**config.mk**
```make
export PLATFORM = sky130hd
export DESIGN_NAME = tamac_corr
export DESIGN_NICKNAME = d
export VERILOG_FILES = /design/src/sv/tamac_pkg.sv /design/src/sv/tamac_corr.sv
export SDC_FILE = /design/constraint.sdc
export NUM_CORES = 1
export LEC_CHECK = 0
export BUFFER_PORTS_ARGS = -buffer_cell sky130_fd_sc_hd__buf_2
export CAP_MARGIN = 5
export CORE_MARGIN = 3
export CORE_UTILIZATION = 55
export CTS_BUF_LIST = sky130_fd_sc_hd__clkbuf_16
export CTS_CLUSTER_DIAMETER = 50
export DETAILED_ROUTE_END_ITERATION = 8
export GPL_TIMING_DRIVEN = 1
export PLACE_DENSITY_LB_ADDON = 0.2
export RECOVER_POWER = 25
export SYNTH_ARGS = -nofsm -noshare
export SYNTH_HDL_FRONTEND = slang
export SYNTH_SLANG_ARGS = --single-unit
```
**constraint.sdc**
```tcl
create_clock -name clk -period 7.6 [get_ports clk]
set_input_delay 0.38 -clock clk [delete_from_list [all_inputs] [get_ports clk]]
set_output_delay 0.38 -clock clk [all_outputs]
set_load 0.005 [all_outputs]
```
**src/sv/tamac_pkg.sv**
```systemverilog
`timescale 1ns / 1ps
// tamac_pkg: shared types and constants of the moving-average calibrator
// no dependencies; imported by the interfaces and by every module

package tamac_pkg;

    localparam int SAMPLE_W   = 16;
    localparam int AXES       = 3;
    localparam int SCALE_FRAC = 12;
    localparam int ADDR_W     = 5;
    localparam int PDATA_W    = 32;

    typedef logic signed [SAMPLE_W-1:0]      smp_t;
    typedef logic        [SAMPLE_W-1:0]      scale_t;
    typedef logic        [AXES*SAMPLE_W-1:0] row_t;

    typedef enum logic
    {
        FUNC_SAMPLE    = 1'b0,
        FUNC_CAL_START = 1'b1
    } func_t;

    typedef enum logic [2:0]
    {
        REG_OFFSET_X = 3'd0,
        REG_OFFSET_Y = 3'd1,
        REG_OFFSET_Z = 3'd2,
        REG_SCALE_X  = 3'd3,
        REG_SCALE_Y  = 3'd4,
        REG_SCALE_Z  = 3'd5
    } reg_idx_t;

    // unity gain in q4.12
    localparam scale_t SCALE_ONE = scale_t'(1 << SCALE_FRAC);

endpackage

```
**src/sv/tamac_corr.sv**
```systemverilog
`timescale 1ns / 1ps
// tamac_corr: (average - offset) * q4.12 scale, floor shift and int16 saturation
// depends on tamac_pkg; product registered, shift and clamp after it

module tamac_corr (
    input  logic              clk,
    input  logic              ld,
    input  tamac_pkg::smp_t   avg,
    input  tamac_pkg::smp_t   offset,
    input  tamac_pkg::scale_t scale,
    output tamac_pkg::smp_t   corr
);
    import tamac_pkg::*;

    localparam int PROD_W = 2 * SAMPLE_W + 2;
    localparam int Q_W    = PROD_W - SCALE_FRAC;
    localparam logic signed [Q_W-1:0] QMAX = Q_W'((1 << (SAMPLE_W - 1)) - 1);
    localparam logic signed [Q_W-1:0] QMIN = Q_W'(-(1 << (SAMPLE_W - 1)));

    logic signed [SAMPLE_W:0]   diff;
    logic signed [PROD_W-1:0]   prod_reg;
    logic signed [Q_W-1:0]      q;

    always_comb
    begin
        diff = $signed({avg[SAMPLE_W-1], avg}) - $signed({offset[SAMPLE_W-1], offset});
    end

    always_ff @(posedge clk)
    begin
        if (ld)
        begin
            prod_reg <= diff * $signed({1'b0, scale});
        end
    end

    // dropping the fraction bits of a two's complement value floors it
    always_comb
    begin
        q = $signed(prod_reg[PROD_W-1:SCALE_FRAC]);
        if (q > QMAX)
        begin
            corr = QMAX[SAMPLE_W-1:0];
        end
        else if (q < QMIN)
        begin
            corr = QMIN[SAMPLE_W-1:0];
        end
        else
        begin
            corr = q[SAMPLE_W-1:0];
        end
    end

endmodule

```
======== Word level (Yosys, flattened, before mapping) ========
Cells that the tools add are included.
word-level totals
  register bits after elaboration ......... 34
  bits of input ports ..................... 50
  word-level logic and storage cells ...... 7
cells by class
  add/subtract/negate cells ............... 1
  multiply operators ...................... 1
  order comparisons ....................... 2
  muxes and demuxes ....................... 2
operators by type and width
  kind                                                                               number
  17-bit by 17-bit multiplier with 34-bit output                                     1
  16-bit 2-to-1 mux                                                                  2
  22-bit by 16-bit greater-than comparator with 1-bit output, second input constant  1
  22-bit by 16-bit < comparator with 1-bit output, second input constant             1
  16-bit by 16-bit subtractor with 17-bit output                                     1

======== Longest topological paths before layout ========
  depth in word-level cells ............... 3
  mapped depth ............................ 33

======== Least setup slack after synthesis ========
No wires, ideal clock.
  path type ............................... input port to flip-flop
  start ................................... input port avg[0]
  end ..................................... register prod_reg[30], data pin
  setup time .............................. 0.195 ns
  data arrival time ....................... 7.638 ns
  required time ........................... 7.405 ns
  path slack .............................. -0.233 ns
  stages on the path ...................... 30
  path buffers ............................ 1
  cell sequence ........................... inv_1 > ha_1 > fa_1 > nor2b_1 > o21ai_2 > a21boi_1 > o21ai_2 > a21oi_1 > o21ai_0 > a21oi_1 > buf_2 > o311ai_0 > fa_1 > inv_1 > fa_1 > fa_1 > inv_1 > fa_1 > fa_1 > inv_1 > fa_1 > inv_1 > ha_1 > a2111oi_0 > and2_1 > o21ai_1 > a21oi_2 > o21ai_1 > or4_1 > o311ai_0
between the ends
  longest elaborated chain between the ends .. 2
RTL lines
  what                                            RTL line          text
  start: declaration                              tamac_corr.sv:8   input tamac_pkg::smp_t avg,
  16-bit by 16-bit subtractor with 17-bit output  tamac_corr.sv:26  diff = $signed({avg[SAMPLE_W-1], avg}) - $signed({offset[SAMPLE_W-1], offset});
  17-bit by 17-bit multiplier with 34-bit output  tamac_corr.sv:33  prod_reg <= diff * $signed({1'b0, scale});
  end signal: assignment                          tamac_corr.sv:33
  end: declaration                                tamac_corr.sv:21  logic signed [PROD_W-1:0] prod_reg;
Every way passes these cells.
A chain may end at the register's enable or synchronous reset.

======== Final worst setup path ========
  start ................................... input port avg[1]
  end ..................................... register prod_reg[32], data pin
The elaborated chain is that of the path after synthesis.

==> qor.yml <==
min_path_cells: 1
cts_made_buffers: 3
drt_wl_total_um: 34720
first_pass_iters: 6
postSynthCellCount: 1604
synth_top_area_share_pct: 40.30
initial_core_util_pct: 56.72
cp.required_ns: 7.61
coreArea_mm2: 0.02382
crit_fanout: 4
grt_max_degree: 53
hold_viol: 0
layout.nets: 2156
diodes: 0
ant_nets: 0
cts_tree: "done"
grt_pass1_vias: 11920
clk_pin_slew_ns: 0.06
fillers: 1990
hold_path.class: "input port to flip-flop"
fin_hold_ws_ns: 0.9281
path_delay_family: "adder cells"
synth.ff_latch_count: 22
largest_register_ffs: 22
io_buffer_count: 65
crit_cells: 32
avgRoutedWirePerCell_um: 16.93
synth_cell_types: 58
hpwl_um: 28180
synthTopCellsByArea: "fa_1 (40%), inv_1 (10%), ha_1 (9.4%), edfxtp_1 (4.9%), nand2_1 (4.0%)"
via_per_inst: 5.557
yosysSeqAreaShare_pct: 4.889
path_class: "input port to flip-flop"
status: "complete, no violations"
area_growth_syn_to_layout_pct: 15.87
drc_errors: 0
htreeDepth: 1
cts.sinks: 22
num_vias: 11400
critPathLaunchType: "input port"
max_stage_delay_ns: 0.53
antenna_found_initial: 0
gp_congestion: 0.9338
die_area_mm2: 0.02648
holdPathEnd: "prod_reg[12]$_DFFE_PP_"
worst_slew_pin_slew_ns: 1.214
end_kind: "flip-flop"
slew_headroom_pct: 19.08
hold_start: "ld"
async_flop_share_pct: 0
setup_viol: 0
dieWidth_um: 162.7
period_share_pct: 96.91
yosysMostFrequentCell: "inv_1"
row_count: 56
grt_pass1_wl_um: 56970
cp.arrival_ns: 7.38
grt-ovfl-total: 0
drv_cap: 0
synth_nets: 2027
grt_use_total_pct: 26.65
post-synth-top-area-cell: "fa_1"
holdBufCountCts: 0
synthFlopType: "edfxtp_1"
synthTopCellsByCount: "inv_1 (369), fa_1 (272), nand2_1 (145), ha_1 (101), nand3_1 (95)"
clock_path_buffers: 2
synth_edf_count: 22
path_buf_inv: 9
clock.fmax_mhz: 135.8
netlist_area_mm2: 0.01351
synth_warnings: 0
slew_violations: 0
drt_iter0_drc: 736
cp_common_cell: "fa_1"
min_period_ns: 7.365
syn_area_per_cell_um2: 8.424
fp.dieH_um: 162.7
cts-root-buf: "clkbuf_16"
drive_gt1_share_pct: 17.96
worst_path_max_delay_cell: "fa_2"
ios: 66
-- through the flow --
step / instances / setup TNS (ns) / setup slack (ns) / util, % / area (um^2)
final: 2051 / 0 / 0.2350 / 65.72 / 15660
after global routing: 2051 / -0.2147 / -0.05901 / 65.72 / 15660
after CTS: 2047 / 0 / 0.002558 / 63.64 / 15160
after detailed placement: 2042 / -4.325 / -0.5794 / 63.11 / 15040
after global placement: 2042 / -2.075 / -0.3809 / 63.11 / 15040
after floorplan: 1604 / -0.06632 / -0.06632 / - / 13540
-- cells by family (layout without fill, tap and decap cells) --
group / after synthesis / in the layout / share of synthesized area, %
DFF: 22 / 22 / 4.889
muxes: 16 / 16 / 1.259
xor gates and xnor gates: 36 / 36 / 2.334
and+or+nand+nor: 491 / 491 / 18.18
adders and majority gates: 378 / 378 / 50.02
AOI/OAI and AO/OA: 195 / 195 / 10.17
buffers and inverters: 466 / 594 / 13.15
-- per-layer routing --
metal	share of wire, %	global-route usage [%]
met5	0	0
met4	4.0	9.304
met3	6.0	2.620
met2	52	48.50
met1	38	33.07
-- layout by cell type, fill, tap and decap left out, types with 5 or more instances in the layout --
| master | synthesis | layout |
|---|---|---|
| a21o_1 | 12 | 12 |
| buf_6 | 2 | 9 |
| nand3_1 | 95 | 91 |
| ha_1 | 101 | 94 |
| mux2_2 | 6 | 7 |
| nor4_1 | 10 | 10 |
| nand4_1 | 5 | 5 |
| xnor2_1 | 32 | 27 |
| a21oi_2 | 3 | 12 |
| nor2_1 | 54 | 54 |
| nor2b_1 | 31 | 30 |
| o21a_1 | 20 | 20 |
| buf_4 | 0 | 144 |
| nor3_1 | 7 | 6 |
| and3_1 | 28 | 26 |
| a21oi_1 | 34 | 22 |
| a311oi_1 | 13 | 12 |
| buf_2 | 10 | 64 |
| and2_1 | 69 | 67 |
| maj3_1 | 5 | 5 |
| edfxtp_1 | 22 | 22 |
| o211ai_1 | 24 | 24 |
| inv_1 | 369 | 368 |
| nand2_1 | 145 | 144 |
| a31oi_1 | 8 | 8 |
| a211oi_1 | 5 | 5 |
| nand2b_1 | 39 | 39 |
| o21ai_1 | 4 | 6 |
| fa_1 | 272 | 263 |
| fa_2 | 0 | 9 |
| o311ai_0 | 14 | 9 |
| o21ai_0 | 28 | 21 |
| ha_4 | 0 | 5 |
-- area by class of cell --
cell class	instances	area [um^2]	area share [%]
multi-input combinational	1116	11540	73.74
timing repair buffer	221	1562	9.974
inverter	369	1385	8.847
sequential	22	660.6	4.220
tap	319	399.1	2.549
clock buffer	3	75.07	0.4795
clock inverter	1	30.03	0.1918
-- worst max-delay path by stage --
stage                          from                      to
after floorplan              avg[0]  prod_reg[30]$_DFFE_PP_
after global placement    offset[0]  prod_reg[30]$_DFFE_PP_
after detailed placement  offset[0]  prod_reg[30]$_DFFE_PP_
after CTS                    avg[0]  prod_reg[30]$_DFFE_PP_
after global routing         avg[1]  prod_reg[32]$_DFFE_PP_
final                        avg[1]  prod_reg[32]$_DFFE_PP_
-- timing repair --
action	4_1_cts	5_1_grt
pin swaps	2	55
gates resized for setup	7	96
setup endpoints to repair	10	15
buffers inserted	1	4
Power is left out: the tool's default activity adds up to more than one toggle a clock period on the data nets, which glitch-free logic cannot reach.
