--- src/sv/tamac_pkg.sv ---
`timescale 1ns / 1ps
// tamac_pkg: shared types and constants of the moving-average calibrator
// no dependencies; imported by the interfaces and by every module

package tamac_pkg;

    localparam int SAMPLE_W   = 16;
    localparam int AXES       = 3;
    localparam int SCALE_FRAC = 12;
    localparam int ADDR_W     = 5;
    localparam int PDATA_W    = 32;

    typedef logic signed [SAMPLE_W-1:0]      smp_t;
    typedef logic        [SAMPLE_W-1:0]      scale_t;
    typedef logic        [AXES*SAMPLE_W-1:0] row_t;

    typedef enum logic
    {
        FUNC_SAMPLE    = 1'b0,
        FUNC_CAL_START = 1'b1
    } func_t;

    typedef enum logic [2:0]
    {
        REG_OFFSET_X = 3'd0,
        REG_OFFSET_Y = 3'd1,
        REG_OFFSET_Z = 3'd2,
        REG_SCALE_X  = 3'd3,
        REG_SCALE_Y  = 3'd4,
        REG_SCALE_Z  = 3'd5
    } reg_idx_t;

    // unity gain in q4.12
    localparam scale_t SCALE_ONE = scale_t'(1 << SCALE_FRAC);

endpackage

--- src/sv/tamac_div.sv ---
`timescale 1ns / 1ps
// tamac_div: window sum divided by the window length, truncated toward zero
// depends on tamac_pkg; reciprocal multiply, one register stage

module tamac_div #(
    parameter int WINDOW = 10,
    localparam int SUM_W = tamac_pkg::SAMPLE_W + $clog2(WINDOW) + 1
) (
    input  logic                    clk,
    input  logic                    ld,
    input  logic signed [SUM_W-1:0] sum,
    output tamac_pkg::smp_t         avg
);
    import tamac_pkg::*;

    localparam int L      = $clog2(WINDOW);
    localparam int ABS_W  = SAMPLE_W + L;
    localparam int SHIFT  = ABS_W + L;
    localparam int MUL_W  = ABS_W + 1;
    localparam int PROD_W = ABS_W + MUL_W;
    // ceil(2^SHIFT / WINDOW); error below 2^L keeps the quotient exact over ABS_W bits
    localparam logic [MUL_W-1:0] RECIP =
        MUL_W'(((longint'(1) << SHIFT) + longint'(WINDOW) - 1) / longint'(WINDOW));

    logic [SUM_W-1:0]    mag_w;
    logic [ABS_W-1:0]    mag;
    logic [PROD_W-1:0]   prod_reg;
    logic                neg_reg;
    logic [SAMPLE_W:0]   quo;
    logic [SAMPLE_W:0]   quo_s;

    always_comb
    begin
        mag_w = sum[SUM_W-1] ? SUM_W'(-sum) : SUM_W'(sum);
        mag   = mag_w[ABS_W-1:0];
    end

    always_ff @(posedge clk)
    begin
        if (ld)
        begin
            prod_reg <= mag * RECIP;
            neg_reg  <= sum[SUM_W-1];
        end
    end

    always_comb
    begin
        quo   = prod_reg[SHIFT +: SAMPLE_W+1];
        quo_s = neg_reg ? (~quo + 1'b1) : quo;
        avg   = quo_s[SAMPLE_W-1:0];
    end

endmodule

--- config.mk ---
export PLATFORM = sky130hd
export DESIGN_NAME = tamac_div
export DESIGN_NICKNAME = d
export VERILOG_FILES = /design/src/sv/tamac_pkg.sv /design/src/sv/tamac_div.sv
export SDC_FILE = /design/constraint.sdc
export NUM_CORES = 1
export LEC_CHECK = 0
export BUFFER_PORTS_ARGS = -buffer_cell sky130_fd_sc_hd__buf_2
export CELL_PAD_IN_SITES_DETAIL_PLACEMENT = 1
export CELL_PAD_IN_SITES_GLOBAL_PLACEMENT = 1
export CORE_MARGIN = 5
export CORE_UTILIZATION = 51
export CTS_CLUSTER_DIAMETER = 40
export DETAILED_ROUTE_END_ITERATION = 6
export HOLD_SLACK_MARGIN = 0.08
export PLACE_DENSITY_LB_ADDON = 0.1
export SYNTH_ARGS = -nofsm -noshare
export SYNTH_HDL_FRONTEND = slang
export SYNTH_SLANG_ARGS = --single-unit
--- constraint.sdc ---
create_clock -name clk -period 8.8 [get_ports clk]
set_input_delay 0 -clock clk [delete_from_list [all_inputs] [get_ports clk]]
set_output_delay 0 -clock clk [all_outputs]
set_load 0.01 [all_outputs]
# After elaboration in Yosys (flattened, before gate mapping)
# Cells that the tools add are included.
[word_totals]
regBits = 40
ramBits = 0
mem_bits_ro = 0
latch_bits = 0
memories = 0
inputBits = 23
[classes]
shifts = 0
mux = 2
n_bitwise = 1
div_mod_pow = 0
magnitude_cmp = 0
mul = 1
addsub = 2
n_reduce_logical = 0
n_eq_ne = 0
[ops]
columns = ["op", "count"]
rows = [
  ["20-bit by 20-bit multiplier with 39-bit output (second input constant)", 1],
  ["20-bit two-way mux", 1],
  ["20-bit negation", 1],
  ["16-bit by 1-bit adder with 16-bit output (second input constant)", 1],
  ["16-bit two-way mux", 1],
  ["16-bit NOT", 1],
]

# Depth between registers and ports, before layout
# Gate-level depths: netlist (run 1).
[depth]
word_depth = 3
ltp_mapped = 28
mapped_depth_nobuf = 27

# Worst setup path after synthesis (run 1)
# No wires, ideal clock.
[synth_timing]
path_kind = "input to register"
startpoint = "in sum[5]"
endpoint = "reg prod_reg[34], data pin"
arrival_ps = 6905
setup_time_ps = 261
stages = 24
path_buffers = 0
slack_ps = 1634
required_time_ps = 8539
cell_sequence = "or4_1 > or2_1 > or4_4 > or3_1 > o21ai_0 > xnor2_1 > ha_1 > fa_1 > ha_1 > inv_1 > fa_1 > inv_1 > fa_1 > fa_1 > inv_1 > fa_1 > inv_1 > ha_1 > nand4_1 > nor3_1 > o2111a_1 > a21oi_1 > or2_2 > o311a_1"
[synth_via]
elab_chain_cells = 3
[synth_rtl]
columns = ["item", "line", "source"]
rows = [
  ["start: declaration", "tamac_div.sv:11", "input logic signed [SUM_W-1:0] sum,"],
  ["20-bit negation", "tamac_div.sv:34", "mag_w = sum[SUM_W-1] ? SUM_W'(-sum) : SUM_W'(sum);"],
  ["20-bit two-way mux (*)", "tamac_div.sv:34", ""],
  ["20-bit by 20-bit multiplier with 39-bit output (*)", "tamac_div.sv:42", "prod_reg <= mag * RECIP;"],
  ["end signal: assignment", "tamac_div.sv:42", ""],
  ["end: declaration", "tamac_div.sv:27", "logic [PROD_W-1:0] prod_reg;"],
]
# Mark *: on every way between the ends. The rest lies on a longest branch, timed or not.
# A chain may end at the register's enable or synchronous reset.

# Worst setup path in the final report (run 1)
[layout_timing]
startpoint = "in sum[5]"
endpoint = "reg prod_reg[39], data pin"
# Same word-level chain as after synthesis.

==> tab_implementation.tex, run 1 <==
\begin{tabular}{lr}
\hline
Metric & Value \\
\hline
\multicolumn{2}{l}{\textbf{Synth}} \\
Number of warning messages in the yosys log & 0 \\
Average instance area after synthesis & approximately 9.4 um2 \\
Number of enable flip-flop cells after synthesis & 17 \\
Post-synth top area share & a little under a third \\
Top cells by area, synth & sky130\_fd\_sc\_hd\_\_fa\_1 31\%, sky130\_fd\_sc\_hd\_\_ha\_1 28\%, sky130\_fd\_sc\_hd\_\_inv\_1 10\% \\
Distinct cell type count after synthesis & 55 \\
Commonest cells in the synthesized netlist & 233 x sky130\_fd\_sc\_hd\_\_inv\_1, 193 x sky130\_fd\_sc\_hd\_\_ha\_1, 136 x sky130\_fd\_sc\_hd\_\_fa\_1 \\
Synth area leader & sky130\_fd\_sc\_hd\_\_fa\_1 \\
Share of the yosys chip area belonging to registers & under 10\% \\
Post-Synthesis Net Count & 1277 \\
Synthesized area & 0.00872 mm2 \\
Post-synthesis instance total & 925 \\
Commonest register cell after synthesis & sky130\_fd\_sc\_hd\_\_edfxtp\_1 \\
Synthesis-stage register bit count & 17 \\
Proportion of synthesized flip-flops having asynchronous set or reset & 0\% \\
Count leader, synth & sky130\_fd\_sc\_hd\_\_inv\_1 \\
\multicolumn{2}{l}{\textbf{Final layout}} \\
Number of nets at the end of the flow & 1309 \\
Footprint of the multi-input gates & 0.00728 mm2 \\
Area grow syn2layout & 5.78\% \\
FF+latch area & approximately 510 um2 \\
Number of fill cells in the layout & about 2.0k \\
Layout cell share with drive strength beyond 1 & approximately 5.2\% \\
Max reg flops & 16 \\
Area of all placed cells without fillers & $\sim$0.0092 mm2 \\
ANT cells & 0 \\
\multicolumn{2}{l}{\textbf{Clocking}} \\
Count of hold-fix buffers inserted at cts & 0 \\
Clock Tree Buf Depth & 2 \\
Htree depth & 1 \\
CTS tree & done \\
CTS-repair resized insts & 0 \\
Clock-pin slew of the registers on the worst-case setup and hold paths & 0.05 ns \\
Total setup buffers inserted after CTS & 0 \\
Total clock buffers created by CTS & 3 \\
Number of sinks on the clock net & 17 \\
Clk Tree Root Cell & sky130\_fd\_sc\_hd\_\_clkbuf\_16 \\
\multicolumn{2}{l}{\textbf{Setup path}} \\
Required arrival time at the worst endpoint & roughly 8.8 ns \\
Critical Path Source Type & primary input \\
Launch point of the worst path & sum[5] \\
Worst EP arrival & a little under 8 ns \\
Highest fanout seen on the critical path & 6 \\
Crit path kind & in2reg \\
Crit end category & flip-flop \\
\multicolumn{2}{l}{\textbf{Detailed routing}} \\
Number of vias per cell & around 5.5 \\
Final routed wire length divided by cell count & roughly 20 um \\
Drt total wl & between 20000 and 25000 um \\
ANT nets after route & 0 \\
DRC errors left & 0 \\
Total via count in the routed design & 6500 \\
Violation count after the first detailed-route iteration & 211 \\
Number of optimization iterations in the first detailed-route pass & 4 \\
\multicolumn{2}{l}{\textbf{Global routing}} \\
Largest net degree at the start of global routing & 21 \\
Congestion Overflow GR & 0 \\
Number of global-route vias before repair & 7196 \\
Antenna violations before repair & 0 \\
Wire length of the first global-routing pass & around 38000 um \\
Total routing usage reported by global routing & roughly 24\% \\
\multicolumn{2}{l}{\textbf{Die}} \\
Die Span Y & roughly 140 um \\
Count of boundary I/O pins & 39 \\
Initial Utilization & between 50\% and 60\% \\
Overall die area & 0.0198 mm2 \\
Width of the chip & about 140 um \\
Number of rows created at floorplan & 47 \\
Core ar. & 0.0167 mm2 \\
\multicolumn{2}{l}{\textbf{Placement}} \\
Routability Congestion & 0.883 \\
Post-place instance area & between 0.009 and 0.01 mm2 \\
IO Port Bufs & 38 \\
Final HPWL DP & roughly 22000 um \\
\multicolumn{2}{l}{\textbf{Hold path}} \\
Hold path start & ld \\
Min-Delay Path Class & in2reg \\
Count of cells along the worst hold path & 1 \\
Worst Hold End & prod\_reg[28] \\
\multicolumn{2}{l}{\textbf{STA}} \\
Maximum clock frequency & between 100 and 150 MHz \\
Tightest Pin Transition & just over 0.8 ns \\
Max-slew violation count & 0 \\
Post-route minimum period & a little under 8 ns \\
Worst hold slack across all endpoints & 0.196 ns \\
Total count of hold-check failures in the final report & 0 \\
Remaining max-slew budget at the tightest pin & 44.6\% \\
RSZ-0062 raised after global routing & no \\
Final setup fails & 0 \\
Setup TNS & 0 ns \\
Final Cycle Share & 88.0\% \\
\multicolumn{2}{l}{\textbf{Status}} \\
Result of the run & completed \\
\multicolumn{2}{l}{\textbf{Run}} \\
Max-cap violations & 0 \\
\hline
\end{tabular}
==> cells in the final DEF (no fill, tap or decap), drive strengths merged, types with 17 or more instances in the layout <==
cell type,count
inv,233
ha,193
fa,136
xnor2,46
a21oi,41
buf,39
nand2,35
o21ai,29
nor2,26
xor2,20
a21o,20
edfxtp,17
==> critical path, stage by stage <==
cell and delay [ns]:
sky130_fd_sc_hd__buf_2 0.12, sky130_fd_sc_hd__or4_1 0.53, sky130_fd_sc_hd__or2_1 0.25, sky130_fd_sc_hd__or4_4 0.44
sky130_fd_sc_hd__o31ai_1 0.25, sky130_fd_sc_hd__xor2_1 0.51, sky130_fd_sc_hd__inv_1 0.14, sky130_fd_sc_hd__ha_1 0.46
sky130_fd_sc_hd__inv_1 0.09, sky130_fd_sc_hd__fa_1 0.48, sky130_fd_sc_hd__inv_1 0.06, sky130_fd_sc_hd__fa_1 0.53
sky130_fd_sc_hd__inv_1 0.06, sky130_fd_sc_hd__fa_1 0.53, sky130_fd_sc_hd__inv_1 0.05, sky130_fd_sc_hd__fa_1 0.52
sky130_fd_sc_hd__fa_1 0.51, sky130_fd_sc_hd__ha_1 0.31, sky130_fd_sc_hd__ha_1 0.42, sky130_fd_sc_hd__a21oi_1 0.13
sky130_fd_sc_hd__o221ai_1 0.22, sky130_fd_sc_hd__or3b_2 0.49, sky130_fd_sc_hd__a31o_2 0.23, sky130_fd_sc_hd__o31a_1 0.15
sky130_fd_sc_hd__a21oi_1 0.18, sky130_fd_sc_hd__xnor2_1 0.09
==> metrics by stage <==
stage	worst slack, ns	instances	utilization (%)
2_1_floorplan	1.63	925	-
3_3_place_gp	0.782	1172	54.7
3_5_place_dp	0.710	1172	54.7
4_1_cts	0.985	1176	55.2
5_1_grt	0.703	1176	55.2
6_report	1.05	1176	55.2
==> final cells by class <==
class / count / area share, %
inverter: 233 / 9.48
clock buffer: 3 / 0.814
multi-input combinational: 663 / 79.0
timing repair buffer: 39 / 2.14
sequential: 17 / 5.54
tap: 220 / 2.98
clock inverter: 1 / 0.0543
==> cell families (layout without fill, tap and decap cells) <==
logic type / count (synthesis) / after routing / share of synthesized area, %
flip-flops: 17 / 17 / 5.86
AND/OR/NAND/NOR: 119 / 119 / 6.73
adder cells (fa/ha/maj): 329 / 329 / 58.9
AO/OA/AOI/OAI: 148 / 148 / 11.2
buffers and inverters: 245 / 276 / 10.6
multiplexers: 1 / 1 / 0.115
XOR/XNOR: 66 / 66 / 6.63
==> how the worst max path moves through the flow <==
stage	end	slack, ns	depth (start not counted)
finish	prod_reg[39]	1.05	26
floorplan	prod_reg[34]	1.63	24
detailed placement	prod_reg[39]	0.71	26
CTS	prod_reg[39]	0.99	26
global route	prod_reg[39]	0.70	26
global placement	prod_reg[39]	0.78	26
==> per-layer routing <==
| metal | wire length, um | GRT usage, % |
|---|---|---|
| met4 | 856 | 7.65 |
| met2 | 11800 | 43.4 |
| met3 | 846 | 1.66 |
| met5 | 0 | 0 |
| met1 | 9950 | 31.2 |
Power of run 1 is not shown: default switching activity piles up to over one toggle a cycle in this logic, so the estimate is an artifact.
==> inputs of run 2 (changes only) <==
--- a/config.mk
+++ b/config.mk
@@ -9,7 +9,8 @@
 export CELL_PAD_IN_SITES_DETAIL_PLACEMENT = 1
 export CELL_PAD_IN_SITES_GLOBAL_PLACEMENT = 1
 export CORE_MARGIN = 5
-export CORE_UTILIZATION = 51
+export CORE_UTILIZATION = 52
+export CTS_BUF_LIST = sky130_fd_sc_hd__clkbuf_8
 export CTS_CLUSTER_DIAMETER = 40
 export DETAILED_ROUTE_END_ITERATION = 6
 export HOLD_SLACK_MARGIN = 0.08
==> run 2 against run 1 <==
Die area decreased by 1.8%. Global-route usage rose by 1.3 points. Setup slack improved by 0.11 ns. Maximum frequency up 1.5%. Hold slack better by 0.0011 ns. First-iteration DRC count up 58%. Final area fell by 0.20%. Flip-flop and latch count did not move. Core utilization up 0.48 points. Critical path depth unchanged.
==> tab_implementation.tex, run 2 (synthesized netlist as in run 1, its figures left out) <==
\begin{tabular}{lr}
\hline
Metric & Value \\
\hline
\multicolumn{2}{l}{\textbf{Die}} \\
Die Span Y & 139 um (-0.90\%) \\
Initial Utilization & 52.8\% (+0.56 points) \\
Count of boundary I/O pins & 39 (unchanged) \\
Core ar. & 0.0165 mm2 (-1.1\%) \\
Number of rows created at floorplan & 47 (unchanged) \\
Overall die area & 0.0195 mm2 (-1.8\%) \\
Width of the chip & 139 um (-0.90\%) \\
\multicolumn{2}{l}{\textbf{Setup path}} \\
Critical Path Source Type & primary input \\
Buffers and inverters on the worst path & 6 (unchanged) \\
Worst EP arrival & 7.64 ns (-0.10 ns) \\
Crit path kind & in2reg \\
Crit path max-delay family & adder cells \\
Largest stage delay on the critical path & 0.55 ns (+0.02 ns) \\
Required arrival time at the worst endpoint & 8.80 ns (about the same) \\
Crit end category & flip-flop \\
Highest fanout seen on the critical path & 6 (unchanged) \\
Crit-path slowest cell & sky130\_fd\_sc\_hd\_\_fa\_1 \\
\multicolumn{2}{l}{\textbf{Global routing}} \\
Total routing usage reported by global routing & 25.5\% (+1.3 points) \\
Wire length of the first global-routing pass & 39500 um (+4.2\%) \\
GRT met3 Usage & 1.13\% (-0.53 points) \\
Antenna violations before repair & 0 (unchanged) \\
Congestion Overflow GR & 0 (unchanged) \\
Met1 global-route usage & 33.6\% (+2.4 points) \\
Most Crowded Layer GR & met2 \\
Number of global-route vias before repair & 7340 (+2.0\%) \\
Met2 GRT Util & 47.7\% (+4.3 points) \\
Largest net degree at the start of global routing & 21 (unchanged) \\
\multicolumn{2}{l}{\textbf{Status}} \\
Result of the run & completed \\
\multicolumn{2}{l}{\textbf{Hold path}} \\
Min-Delay Path Class & in2reg \\
\multicolumn{2}{l}{\textbf{STA}} \\
Total count of hold-check failures in the final report & 0 (unchanged) \\
Max-slew violation count & 0 (unchanged) \\
Setup TNS & 0 ns (unchanged) \\
Final Cycle Share & 86.7\% (-1.3 points) \\
Post-route minimum period & 7.63 ns (-0.113 ns) \\
Remaining max-slew budget at the tightest pin & 41.2\% (-3.4 points) \\
Final setup fails & 0 (unchanged) \\
Maximum clock frequency & 131 MHz (+1.5\%) \\
RSZ-0062 raised after global routing & no \\
Tightest Pin Transition & 0.876 ns (+0.0508 ns) \\
\multicolumn{2}{l}{\textbf{Placement}} \\
IO Port Bufs & 38 (unchanged) \\
Final HPWL DP & 22500 um (+3.7\%) \\
Routability Congestion & 0.915 (+3.5\%) \\
\multicolumn{2}{l}{\textbf{Clocking}} \\
CTS tree & done \\
Clock Tree Buf Depth & 2 (unchanged) \\
Total clock buffers created by CTS & 3 (unchanged) \\
Clock-pin slew of the registers on the worst-case setup and hold paths & 0.07 ns (+0.02 ns) \\
Clk Tree Root Cell & sky130\_fd\_sc\_hd\_\_clkbuf\_8 \\
Total setup buffers inserted after CTS & 0 (unchanged) \\
Number of sinks on the clock net & 17 (unchanged) \\
Count of hold-fix buffers inserted at cts & 0 (unchanged) \\
CTS-repair resized insts & 0 (unchanged) \\
Htree depth & 1 (unchanged) \\
\multicolumn{2}{l}{\textbf{Final layout}} \\
Layout cell share with drive strength beyond 1 & 5.43\% (+0.20 points) \\
Most common cell after layout, fill and taps aside & sky130\_fd\_sc\_hd\_\_inv\_1 \\
Most frequent cells in the layout & 233 x sky130\_fd\_sc\_hd\_\_inv\_1, 193 x sky130\_fd\_sc\_hd\_\_ha\_1, 136 x sky130\_fd\_sc\_hd\_\_fa\_1 \\
ANT cells & 0 (unchanged) \\
Area grow syn2layout & 5.57\% \\
Number of nets at the end of the flow & 1311 (+0.15\%) \\
Max reg flops & 16 (unchanged) \\
\multicolumn{2}{l}{\textbf{Detailed routing}} \\
DRC errors left & 0 (unchanged) \\
Total via count in the routed design & 6621 (+1.9\%) \\
Drt total wl & 24500 um (+4.6\%) \\
Number of optimization iterations in the first detailed-route pass & 5 (+1) \\
ANT nets after route & 0 (unchanged) \\
Number of vias per cell & 5.62 (+1.7\%) \\
Violation count after the first detailed-route iteration & 333 (+58\%) \\
Final routed wire length divided by cell count & 20.8 um (+4.5\%) \\
\multicolumn{2}{l}{\textbf{Run}} \\
Max-cap violations & 0 (unchanged) \\
\hline
\end{tabular}
[run 2: per-stage QoR]
step	hold slack, ns	instances	cell area, um2	setup WS (ns)	utilization (%)
6_report	0.197	1178	9200	1.17	55.7
5_1_grt	0.205	1178	9200	0.777	55.7
4_1_cts	0.199	1178	9200	1.19	55.7
3_5_place_dp	0.459	1174	9160	0.909	55.4
3_3_place_gp	0.451	1174	9160	1.14	55.4
2_1_floorplan	0.0989	925	8720	1.63	-
[run 2: per-layer routing]
layer	vias up	share of wire (%)
met4	0	1.2
met1	3381	43
met5	-	0
met3	22	2.8
met2	112	53
li1	3106	-
[run 2: layout make-up]
| type | count | area (um2) |
|---|---|---|
| Clock buffer | 3 | 41.3 |
| Clock inverter | 1 | 5.00 |
| Fill cell | 1928 | 7320 |
| Inverter | 233 | 875 |
| Multi-Input combinational cell | 663 | 7280 |
| Sequential cell | 17 | 510 |
| Tap cell | 220 | 275 |
| Timing Repair Buffer | 41 | 213 |
[run 2: path summary, 6_finish.rpt]
path / to / from / slack [ns] / cells after the start
worst max-delay path: prod_reg[39] / sum[5] / 1.17 / 26
worst min-delay path: prod_reg[24] / ld / 0.20 / 1
Power of run 2 is left out for the same reason.
