==> config.mk <==
export PLATFORM = sky130hd
export DESIGN_NAME = tamac_ring
export DESIGN_NICKNAME = d
export VERILOG_FILES = /design/src/sv/tamac_pkg.sv /design/src/sv/tamac_ring.sv
export SDC_FILE = /design/constraint.sdc
export NUM_CORES = 1
export LEC_CHECK = 0
export BUFFER_PORTS_ARGS = -buffer_cell sky130_fd_sc_hd__buf_4
export CAP_MARGIN = 20
export CORE_MARGIN = 4
export CORE_UTILIZATION = 48
export DETAILED_ROUTE_END_ITERATION = 10
export MAX_ROUTING_LAYER = met4
export SYNTH_ARGS = -nofsm -noshare
export SYNTH_HDL_FRONTEND = slang
export SYNTH_SLANG_ARGS = --single-unit
export TNS_END_PERCENT = 50
==> constraint.sdc <==
create_clock -name clk -period 6.9 [get_ports clk]
set_clock_uncertainty 0.15 [all_clocks]
set_input_delay 1.035 -clock clk [delete_from_list [all_inputs] [get_ports clk]]
set_output_delay 1.035 -clock clk [all_outputs]
set_load 0.05 [all_outputs]
==> src/sv/tamac_pkg.sv <==
`timescale 1ns / 1ps
// tamac_pkg: shared types and constants of the moving-average calibrator
// no dependencies; imported by the interfaces and by every module

package tamac_pkg;

    localparam int SAMPLE_W   = 16;
    localparam int AXES       = 3;
    localparam int SCALE_FRAC = 12;
    localparam int ADDR_W     = 5;
    localparam int PDATA_W    = 32;

    typedef logic signed [SAMPLE_W-1:0]      smp_t;
    typedef logic        [SAMPLE_W-1:0]      scale_t;
    typedef logic        [AXES*SAMPLE_W-1:0] row_t;

    typedef enum logic
    {
        FUNC_SAMPLE    = 1'b0,
        FUNC_CAL_START = 1'b1
    } func_t;

    typedef enum logic [2:0]
    {
        REG_OFFSET_X = 3'd0,
        REG_OFFSET_Y = 3'd1,
        REG_OFFSET_Z = 3'd2,
        REG_SCALE_X  = 3'd3,
        REG_SCALE_Y  = 3'd4,
        REG_SCALE_Z  = 3'd5
    } reg_idx_t;

    // unity gain in q4.12
    localparam scale_t SCALE_ONE = scale_t'(1 << SCALE_FRAC);

endpackage

==> src/sv/tamac_ring.sv <==
`timescale 1ns / 1ps
// tamac_ring: sample window memory with write pointer and per-entry valid bits
// depends on tamac_pkg

module tamac_ring #(
    parameter int WINDOW = 10
) (
    input  logic            clk,
    input  logic            rst_n,
    input  logic            wr_en,
    input  tamac_pkg::row_t wr_row,
    output tamac_pkg::row_t old_row
);
    import tamac_pkg::*;

    localparam int            PW   = $clog2(WINDOW);
    localparam logic [PW-1:0] LAST = PW'(WINDOW - 1);

    row_t              mem [WINDOW];
    logic [WINDOW-1:0] vld_reg;
    logic [PW-1:0]     pos_reg;
    logic [PW-1:0]     pos_next;
    row_t              rd_reg;
    logic              rd_ok_reg;

    always_comb
    begin
        pos_next = (pos_reg == LAST) ? '0 : pos_reg + 1'b1;
    end

    // read-before-write: the evicted row comes out as the new one goes in
    always_ff @(posedge clk)
    begin
        if (wr_en)
        begin
            mem[pos_reg] <= wr_row;
            rd_reg       <= mem[pos_reg];
        end
    end

    always_ff @(posedge clk or negedge rst_n)
    begin
        if (!rst_n)
        begin
            pos_reg   <= '0;
            vld_reg   <= '0;
            rd_ok_reg <= 1'b0;
        end
        else if (wr_en)
        begin
            pos_reg          <= pos_next;
            vld_reg[pos_reg] <= 1'b1;
            rd_ok_reg        <= vld_reg[pos_reg];
        end
    end

    // never-written entries read as zero
    assign old_row = rd_ok_reg ? rd_reg : '0;

endmodule

---- Word level (Yosys, flattened, before mapping) ----
Memories as Yosys holds them, arrays and structs flattened. A register that Yosys moved wholly into a read port is not among the register bits.
Cells that the tools add are included.
storage, ports and cells
  register bits ........................... 15
  RAM bits ................................ 480
  logic and storage cells ................. 18
  memories kept ........................... 1
operators by class
  add/subtract/negate cells ............... 1
  $lt $le $gt $ge ......................... 2
  equality and inequality tests ........... 1
  mux-type cells .......................... 8
  bitwise logic cells ..................... 1
  reductions and logical operators ........ 1
memory list
  memory  words  width  read ports  clocked after memory_dff  write ports  RTL line          source
  mem     10     48     1           1                         1            tamac_ring.sv:19  row_t mem [WINDOW];
operator list
  cell                 number
  $mux 48              1
  $or 10x10->10        1
  $lt 4x5->1 const B   1
  $add 4x1->4 const B  1
  $bmux 1 s4           1
  $demux 1 s4          1
  $eq 4x4->1 const B   1
  $ge 4x1->1 const B   1
  $mux 1               4
  $mux 4               1
  $logic_and 1x1->1    1

---- Longest topological paths before layout ----
Gate-level depths: netlist of the first run.
  depth in word-level cells ............... 5
  gate-level depth with buffers ........... 6
  mapped depth without buffers ............ 4

---- Least setup slack after synthesis of the first run ----
OpenSTA, ideal clock, no wires.
  path kind ............................... input -> register
  start point ............................. in wr_en
  end point ............................... mem mem[0][0] in the netlist's numbering, enable pin
  library setup time ...................... 514 ps
  arrival ................................. 5003 ps
  data required time ...................... 6236 ps
  slack ................................... 1233 ps
  cell stages on the path ................. 3
  buffers on the path ..................... 1
  cells stage by stage .................... clkbuf_1 -> or3b_1 -> nor3_1
between the ends
  longest elaborated chain between the ends .. 2
ends and longest elaborated chain
  item                          RTL line          source
  start, declared               tamac_ring.sv:10  input logic wr_en,
  $mux 1                        tamac_ring.sv:34  if (wr_en)
  $mux 1 (not written as such)  tamac_ring.sv:36  mem[pos_reg] <= wr_row;
  end, declared                 tamac_ring.sv:19
Every way passes these cells.

---- Worst setup path after layout of the first run ----
  start point ............................. reg pos_reg[3]
  end point ............................... mem mem[9][18] in the netlist's numbering, enable pin
RTL lines
  item                    RTL line          source
  start, declared         tamac_ring.sv:21  logic [PW-1:0] pos_reg;
  start signal, assigned  tamac_ring.sv:51  pos_reg <= pos_next;
Straight into the memory's write port.

==> impl_summary.log, run 1 <==
[metrics] result of the run: complete, no violations
[metrics] Async S/R FF share, synth: 0.0276
[metrics] initial antenna violation count: 1
[metrics] hold buffer count at CTS: 0
[metrics] number of buffers created by CTS: 54
[metrics] number of synthesized flops with an enable pin: about 530
[metrics] clk buf depth: 3
[metrics] per-instance average area after synthesis: about 25 um2
[metrics] number of core rows: 75
[metrics] peak supply drop: approximately 0.28 mV
[metrics] flip-flop cell with the highest count after synthesis: sky130_fd_sc_hd__edfxtp_1
[metrics] critical path start-end classification: register to register
[metrics] Tmin final: around 3600 ps
[metrics] Hold/Removal Path Class: input port to asynchronous set/reset pin
[metrics] die area: 45700 um2
[metrics] drt total wl: just under 40000 um
[metrics] Largest register FFs: 480
[metrics] CTS tree: done
[metrics] # port buffers: 98
[metrics] count of state elements after synthesis: 543
[metrics] number of vias per cell: between 5 and 6
[metrics] cell internal pwr: 7.05 mW
[metrics] core region area: about 42000 um2
[metrics] global route total overflow: 0
[metrics] DRC violation count after routing: 0
[metrics] Synthesis Warnings: 0
[metrics] switching power share of the total: 0.303
[metrics] routed wirelength normalized by instance count: 25.6 um
[metrics] sequential fraction of the synthesis area: 0.799
[metrics] remaining antenna violation count: 0
[metrics] Placer Congestion: about 0.7
[metrics] proportion of power drawn by combinational gates: 0.283
[metrics] Clock Sink Count: around 540
[metrics] area grow syn2layout: 15.0%
[metrics] Hold Vio Cnt, Final: 0
[metrics] drt initial violations: between 600 and 700
[metrics] 1st-pass router iterations: 4
[metrics] leak pwr: about 7.5 nW
[metrics] initial core utilization: 0.485
[metrics] fraction of final layout cells sized beyond drive strength 1: 0.359
[metrics] total via count after detailed routing: just under 9000
[metrics] wire length of the first global-routing pass: approximately 60000 um
[metrics] area leader, netlist: sky130_fd_sc_hd__edfxtp_1
[metrics] largest net degree at the start of global routing: between 70 and 80
[metrics] Cell variety after synth: 28
[metrics] count of nets after finishing: 1007
[metrics] Die Wd: between 200 and 250 um
[metrics] final setup TNS: 0 ps
[metrics] ratio of final minimum period to clock period: 0.520
[metrics] measured slew at the worst slew-check pin: just over 900 ps
[metrics] required time of the worst setup path: 6960 ps
[metrics] Layout Utilization: 0.558
[metrics] arrival time of data at the critical path endpoint: 3650 ps
[metrics] top post-synthesis cells by area: sky130_fd_sc_hd__edfxtp_1 (78%), sky130_fd_sc_hd__mux4_2 (16%), sky130_fd_sc_hd__dfrtp_1 (1.8%), sky130_fd_sc_hd__and2_1 (1.5%), sky130_fd_sc_hd__clkbuf_1 (0.52%)
[metrics] setup repair after global routing missed its margin: false
[metrics] area of the mapped netlist: 20300 um2
[metrics] via count of the first global-routing pass: ~9200
[metrics] clock tree root buffer cell: sky130_fd_sc_hd__clkbuf_16
[metrics] number of top-level design ports: between 90 and 100
[metrics] insertion delay to the later sink of the worst-skew pair: between 500 and 600 ps
[metrics] endpoints failing setup: 0
[metrics] Sw Pwr: a little over 3 mW
[metrics] pwr dens: about 430 nW/um2
[metrics] Pins Over Slew Limit: 0
[metrics] height of the die: around 210 um
[metrics] post-route insts no fill: 1540
[metrics] dpl hpwl: approximately 21000 um
[metrics] CP Max Fanout: 34
[metrics] max_slew headroom: 0.382
[metrics] part of the power in the clock network: 0.267
[metrics] htree depth: 2
[metrics] gr usage total: 0.185
[metrics] quantity of gates resized following cts: 0
[metrics] leading post-synthesis cells by instance count: sky130_fd_sc_hd__edfxtp_1 (528), sky130_fd_sc_hd__mux4_2 (145), sky130_fd_sc_hd__and2_1 (48)
[metrics] type of element capturing the critical path: register
[metrics] most common cell in the synthesized netlist: sky130_fd_sc_hd__edfxtp_1
[metrics] Post CTS Setup Buffer Count: 0
[metrics] placed insts: around 1400
[metrics] clock transition at the registers of the reported paths: about 60 ps
[metrics] area share of the leading cell type in the synthesized netlist: 0.781
[metrics] sequential share of power: 0.450
[metrics] number of max-cap violations: 0
[metrics] Syn Inst Count: between 800 and 900
[metrics] synthesized netlist net count: between 800 and 900
[metrics] Max Fclk: between 0.2 and 0.3 GHz
[metrics] startpoint types: register
[critical path, stage by stage, from the launching register on]
cell and delay (ps):
sky130_fd_sc_hd__dfrtp_2 780, sky130_fd_sc_hd__buf_4 600, sky130_fd_sc_hd__nor2b_1 320, sky130_fd_sc_hd__nand2_1 160, sky130_fd_sc_hd__nor2_4 530, sky130_fd_sc_hd__buf_4 640
[cells in the final DEF (no fill, tap or decap), drive strengths merged, types with 8 or more instances in the layout]
| master | Yosys | routed |
|---|---|---|
| edfxtp | 528 | 528 |
| mux4 | 145 | 145 |
| buf | 15 | 117 |
| clkbuf | 28 | 65 |
| and2 | 48 | 48 |
| clkinv | 0 | 34 |
| dfrtp | 15 | 15 |
| or2 | 10 | 10 |
| nor2 | 8 | 8 |
[stage by stage]
step	power, mW	worst slack (ps)	hold slack (ps)	instance area [um2]
2_1_floorplan	6.67	1230	279	20300
3_3_place_gp	7.53	3080	296	21700
3_5_place_dp	7.57	3230	304	21700
4_1_cts	10.3	3210	111	23400
5_1_grt	10.6	3100	126	23400
6_report	10.1	3310	141	23400
[final cells by class]
class | instances | area, um2
fillers | 3135 | 18500
flip-flops and latches | 543 | 16200
multi-input cells | 240 | 3920
clock buffers | 65 | 1460
repair buffers | 117 | 895
well taps | 539 | 674
clock inverters | 35 | 175
diodes | 1 | 2.50
[power by group through the flow]
| stage | logic [mW] | clock network (mW) | registers, mW |
|---|---|---|---|
| 6_report | 2.86 | 2.69 | 4.55 |
| 5_1_grt | 3.05 | 2.92 | 4.63 |
| 4_1_cts | 2.94 | 2.77 | 4.58 |
| 3_5_place_dp | 2.93 | 0 | 4.64 |
| 3_3_place_gp | 2.91 | 0 | 4.63 |
| 2_1_floorplan | 2.30 | 0 | 4.38 |
[path summary, 6_finish.rpt]
path	startpoint	to	slack, ps	cells after the start
hold / removal	rst_n	vld_reg[5]	140	1
setup / recovery	pos_reg[3]	mem[9][18]	3310	5
setup reg to reg	pos_reg[3]	mem[9][18]	3310	5
min in group clk	vld_reg[4]	vld_reg[4]	310	1
hold reg to reg	vld_reg[4]	vld_reg[4]	310	1
max in group asynchronous	rst_n	pos_reg[0]	6260	1
[cell families (layout without fill, tap and decap cells)]
logic type / count (synthesis) / count (layout) / share of synthesized area
mux: 148 / 148 / 0.162
compound gates: 6 / 6 / 0.00185
xor+xnor: 2 / 2 / 0.000863
other cells: 0 / 1 / 0
simple gates: 84 / 84 / 0.0245
flops: 543 / 543 / 0.799
buf+inv: 43 / 217 / 0.0113
[per-layer routing]
metal / track usage / wire length [um] / vias up
met3: 0.0307 / 1920 / 46
li1: - / - / 3765
met1: 0.262 / 17400 / 4708
met2: 0.286 / 19400 / 207
met4: 0.0483 / 667 / 0
met5: - / 0 / -
Power figures use the tool's default switching activity.
==> run 2: changes to the inputs <==
--- a/config.mk
+++ b/config.mk
@@ -5,12 +5,14 @@
 export SDC_FILE = /design/constraint.sdc
 export NUM_CORES = 1
 export LEC_CHECK = 0
+export ABC_AREA = 1
 export BUFFER_PORTS_ARGS = -buffer_cell sky130_fd_sc_hd__buf_4
 export CAP_MARGIN = 20
 export CORE_MARGIN = 4
 export CORE_UTILIZATION = 48
 export DETAILED_ROUTE_END_ITERATION = 10
 export MAX_ROUTING_LAYER = met4
+export PLACE_DENSITY = 0.67
 export SYNTH_ARGS = -nofsm -noshare
 export SYNTH_HDL_FRONTEND = slang
 export SYNTH_SLANG_ARGS = --single-unit
==> constraint.sdc (replaced) <==
create_clock -name clk -period 3.1 [get_ports clk]
set_clock_uncertainty 0.15 [all_clocks]
set_input_delay 0.465 -clock clk [delete_from_list [all_inputs] [get_ports clk]]
set_output_delay 0.465 -clock clk [all_outputs]
set_load 0.05 [all_outputs]
==> run 2 against run 1 <==
Sequential power is 120% higher. Global-route usage is 2.8 points higher. Register-to-register slack worse by 2500 ps. Cell area is 3.1% higher. Synthesized cell count is 77% higher.
==> impl_summary.log, run 2 <==
[metrics] result of the run: complete, no violations
[metrics] total via count after detailed routing: 12151 (+39%)
[metrics] number of max-cap violations: 0 (unchanged)
[metrics] leak pwr: 8.75 nW (+17%)
[metrics] Largest register FFs: 480 (unchanged)
[metrics] arrival time of data at the critical path endpoint: 2070 ps (-1580 ps)
[metrics] largest net degree at the start of global routing: 97 (+33%)
[metrics] Tmin final: ~2700 ps
[metrics] proportion of power drawn by combinational gates: 0.314 (+0.031)
[metrics] synthesized-area fraction occupied by xor and xnor cells: 0.000858 (-0.00000497)
[metrics] Synthesis Warnings: 0 (unchanged)
[metrics] insertion delay to the later sink of the worst-skew pair: 570 ps (-20 ps)
[metrics] cell internal pwr: 15.0 mW (+110%)
[metrics] per-instance average area after synthesis: 14.0 um2 (-43%)
[metrics] Max Fclk: roughly 0.37 GHz
[metrics] Worst R2R Path Depth: 7 (+2)
[metrics] Hold Path Stages: 1
[metrics] Pins Over Slew Limit: 0 (unchanged)
[metrics] Hold Vio Cnt, Final: 0 (unchanged)
[metrics] endpoints failing setup: 0 (unchanged)
[metrics] initial antenna violation count: 3 (+2)
[metrics] top post-synthesis cells by area: sky130_fd_sc_hd__edfxtp_1 (78%), sky130_fd_sc_hd__nand2_1 (7.6%), sky130_fd_sc_hd__a22oi_1 (3.5%), sky130_fd_sc_hd__nor2_1 (2.0%), sky130_fd_sc_hd__dfrtp_1 (1.8%)
[metrics] remaining antenna violation count: 0 (unchanged)
[metrics] wire length of the first global-routing pass: 73200 um (+22%)
[metrics] mux contribution to synthesized area: 0 (-0.162)
[metrics] clock tree root buffer cell: sky130_fd_sc_hd__clkbuf_16
[metrics] most frequent standard cell in the layout excluding fill and tap cells: sky130_fd_sc_hd__edfxtp_1
[metrics] footprint of the multi-input gates: 3710 um2 (-5.3%)
[metrics] Async S/R FF share, synth: 0.0276 (unchanged)
[metrics] flip-flop cell with the highest count after synthesis: sky130_fd_sc_hd__edfxtp_1
[metrics] 1st-pass router iterations: 5 (+1)
[metrics] RR Startpoint: pos_reg[0]
[metrics] drt initial violations: 1074 (+57%)
[metrics] switching power share of the total: 0.354 (+0.0517)
[metrics] final setup TNS: 0 ps (unchanged)
[metrics] DRC violation count after routing: 0 (unchanged)
[metrics] worst reg-to-reg setup slack: 780 ps (-2530 ps)
[metrics] height of the die: 214 um (+0.28%)
[metrics] Clock Sink Count: 543 (unchanged)
[metrics] sequential fraction of the synthesis area: 0.795 (-0.00460)
[metrics] final instance area: 24100 um2 (+3.1%)
[metrics] required time of the worst setup path: 2480 ps (-4480 ps)
[metrics] measured slew at the worst slew-check pin: 833 ps (-94.2 ps)
[metrics] leading cell types in the layout, fill and taps excluded: sky130_fd_sc_hd__edfxtp_1 (528), sky130_fd_sc_hd__nand2_1 (413), sky130_fd_sc_hd__buf_4 (129)
[metrics] synthesized-area fraction occupied by and/or/nand/nor cells: 0.128 (+0.104)
[metrics] beginning of the critical path: rd_ok_reg
[metrics] startpoint types: register
[metrics] ratio of final minimum period to clock period: 0.867
[metrics] pwr dens: 966 nW/um2 (+120%)
[metrics] part of the power in the clock network: 0.264 (-0.003)
[metrics] leading post-synthesis cells by instance count: sky130_fd_sc_hd__edfxtp_1 (528), sky130_fd_sc_hd__nand2_1 (413), sky130_fd_sc_hd__nor2_1 (111)
[metrics] fill cell count: 3331 (+6.3%)
[metrics] number of vias per cell: 5.50 (-3.0%)
[metrics] setup repair after global routing missed its margin: false
[metrics] post-route insts no fill: 2211 (+44%)
[metrics] via count of the first global-routing pass: 12178 (+32%)
[metrics] Sw Pwr: 8.25 mW (+170%)
[metrics] placed insts: 2064 (+43%)
[metrics] area leader, netlist: sky130_fd_sc_hd__edfxtp_1
[metrics] core region area: 42000 um2 (+0.45%)
[metrics] dpl hpwl: 24200 um (+16%)
[metrics] area of the mapped netlist: 20400 um2 (+0.58%)
[metrics] die area: 45900 um2 (+0.56%)
[metrics] Layout Utilization: 0.573 (+0.0150)
[metrics] number of top-level design ports: 99 (unchanged)
[metrics] gr usage total: 0.212 (+0.0278)
[metrics] area share of the leading cell type in the synthesized netlist: 0.776 (-0.00449)
[metrics] Syn Inst Count: 1461 (+77%)
[metrics] area share of fa/ha/maj cells after synthesis: 0 (unchanged)
[metrics] termination of the worst setup path: old_row[10]
[metrics] worst hold slack: 119 ps (-23.0 ps)
[metrics] fraction of the mapped netlist area in compound gates: 0.0481 (+0.0462)
[metrics] critical path start-end classification: register to primary output
[metrics] peak supply drop: 0.751 mV (+160%)
[metrics] type of element capturing the critical path: primary output
[metrics] Cell variety after synth: 21 (-25%)
[metrics] dpl cell area: 22000 um2 (+1.0%)
[metrics] Die Wd: 214 um (+0.28%)
[metrics] # port buffers: 98 (unchanged)
[metrics] Hold/Removal Path Class: input port to register
[metrics] dominant combinational cell family by area after synthesis: simple AND/OR/NAND/NOR gates
[metrics] CP Max Fanout: 21 (-38%)
[metrics] htree depth: 2 (unchanged)
[metrics] Placer Congestion: 0.767 (+9.5%)
[metrics] clk buf depth: 3 (unchanged)
[metrics] count of nets after finishing: 1680 (+67%)
[metrics] Worst Slack Setup Final: 413 ps (-2900 ps)
[metrics] number of synthesized flops with an enable pin: 528 (unchanged)
[metrics] global route total overflow: 0 (unchanged)
[metrics] clock transition at the registers of the reported paths: 60 ps (about the same)
[metrics] pre-CTS WS: 809 ps (-2420 ps)
[metrics] most common cell in the synthesized netlist: sky130_fd_sc_hd__edfxtp_1
[metrics] number of buffers created by CTS: 53 (-1.9%)
[metrics] sequential share of power: 0.422 (-0.028)
[metrics] initial core utilization: 0.486 (+0.000631)
[metrics] fraction of final layout cells sized beyond drive strength 1: 0.140 (-0.219)
[metrics] drt total wl: 48000 um (+22%)
[metrics] area grow syn2layout: 18.0%
[metrics] r2r endpoint: rd_reg[44]
[metrics] count of state elements after synthesis: 543 (unchanged)
[metrics] synthesized netlist net count: 1512 (+72%)
[metrics] CTS tree: done
[metrics] Sequential Area: 16200 um2 (about the same)
[metrics] routed wirelength normalized by instance count: 21.7 um (-15%)
[metrics] max_slew headroom: 0.445 (+0.0628)
[metrics] number of core rows: 75 (unchanged)
[metrics] post-route total power: 23.3 mW (+130%)
-- run 2: logic make-up after synthesis --
group                  after synthesis
buffers and inverters              132
flip-flops                         543
XOR/XNOR                             2
AND/OR/NAND/NOR                    636
AO/OA/AOI/OAI                      148
-- run 2: worst max-delay path, cell delays in order, from the launching register on --
cell and delay, ps:
sky130_fd_sc_hd__dfrtp_2 610, sky130_fd_sc_hd__buf_4 420, sky130_fd_sc_hd__nand2_1 110, sky130_fd_sc_hd__inv_1 120, sky130_fd_sc_hd__buf_4 210
-- run 2: worst min path at each step --
stage,start,end,slack (ps)
finish,wr_en,rd_reg[39],120
global route,wr_en,rd_reg[39],100
CTS,wr_en,rd_reg[38],100
detailed placement,rst_n,vld_reg[7],180
global placement,rst_n,vld_reg[2],180
floorplan,rst_n,pos_reg[0],20
-- run 2: final cells by class --
cell class	instances	area share
tap	539	0.0280
sequential	543	0.674
clock inverter	24	0.00883
clock buffer	71	0.0596
inverter	60	0.00935
multi-input combinational	786	0.154
timing repair buffer	185	0.0664
antenna	3	0.000312
-- run 2: power groups by stage --
stage / registers (mW) / logic, mW / clock network (mW)
2_1_floorplan: 9.80 / 4.86 / 0
3_3_place_gp: 9.95 / 7.20 / 0
3_5_place_dp: 9.97 / 7.31 / 0
4_1_cts: 9.83 / 7.39 / 6.25
5_1_grt: 9.92 / 7.96 / 6.55
6_report: 9.83 / 7.30 / 6.15
-- run 2: what timing repair did --
| item | 4_1_cts | 5_1_grt |
|---|---|---|
| endpoints found under the hold margin | 486 | 0 |
| hold buffers | 49 | 0 |
| gates resized for setup | 0 | 0 |
| buffers inserted | 0 | 0 |
-- run 2: metal layers --
| metal | global-route usage | part of all wire | wire length (um) |
|---|---|---|---|
| met5 | - | 0 | 0 |
| met4 | 0.0571 | 0.019 | 892 |
| met3 | 0.0344 | 0.072 | 3470 |
| met2 | 0.346 | 0.49 | 23500 |
| met1 | 0.282 | 0.42 | 20100 |
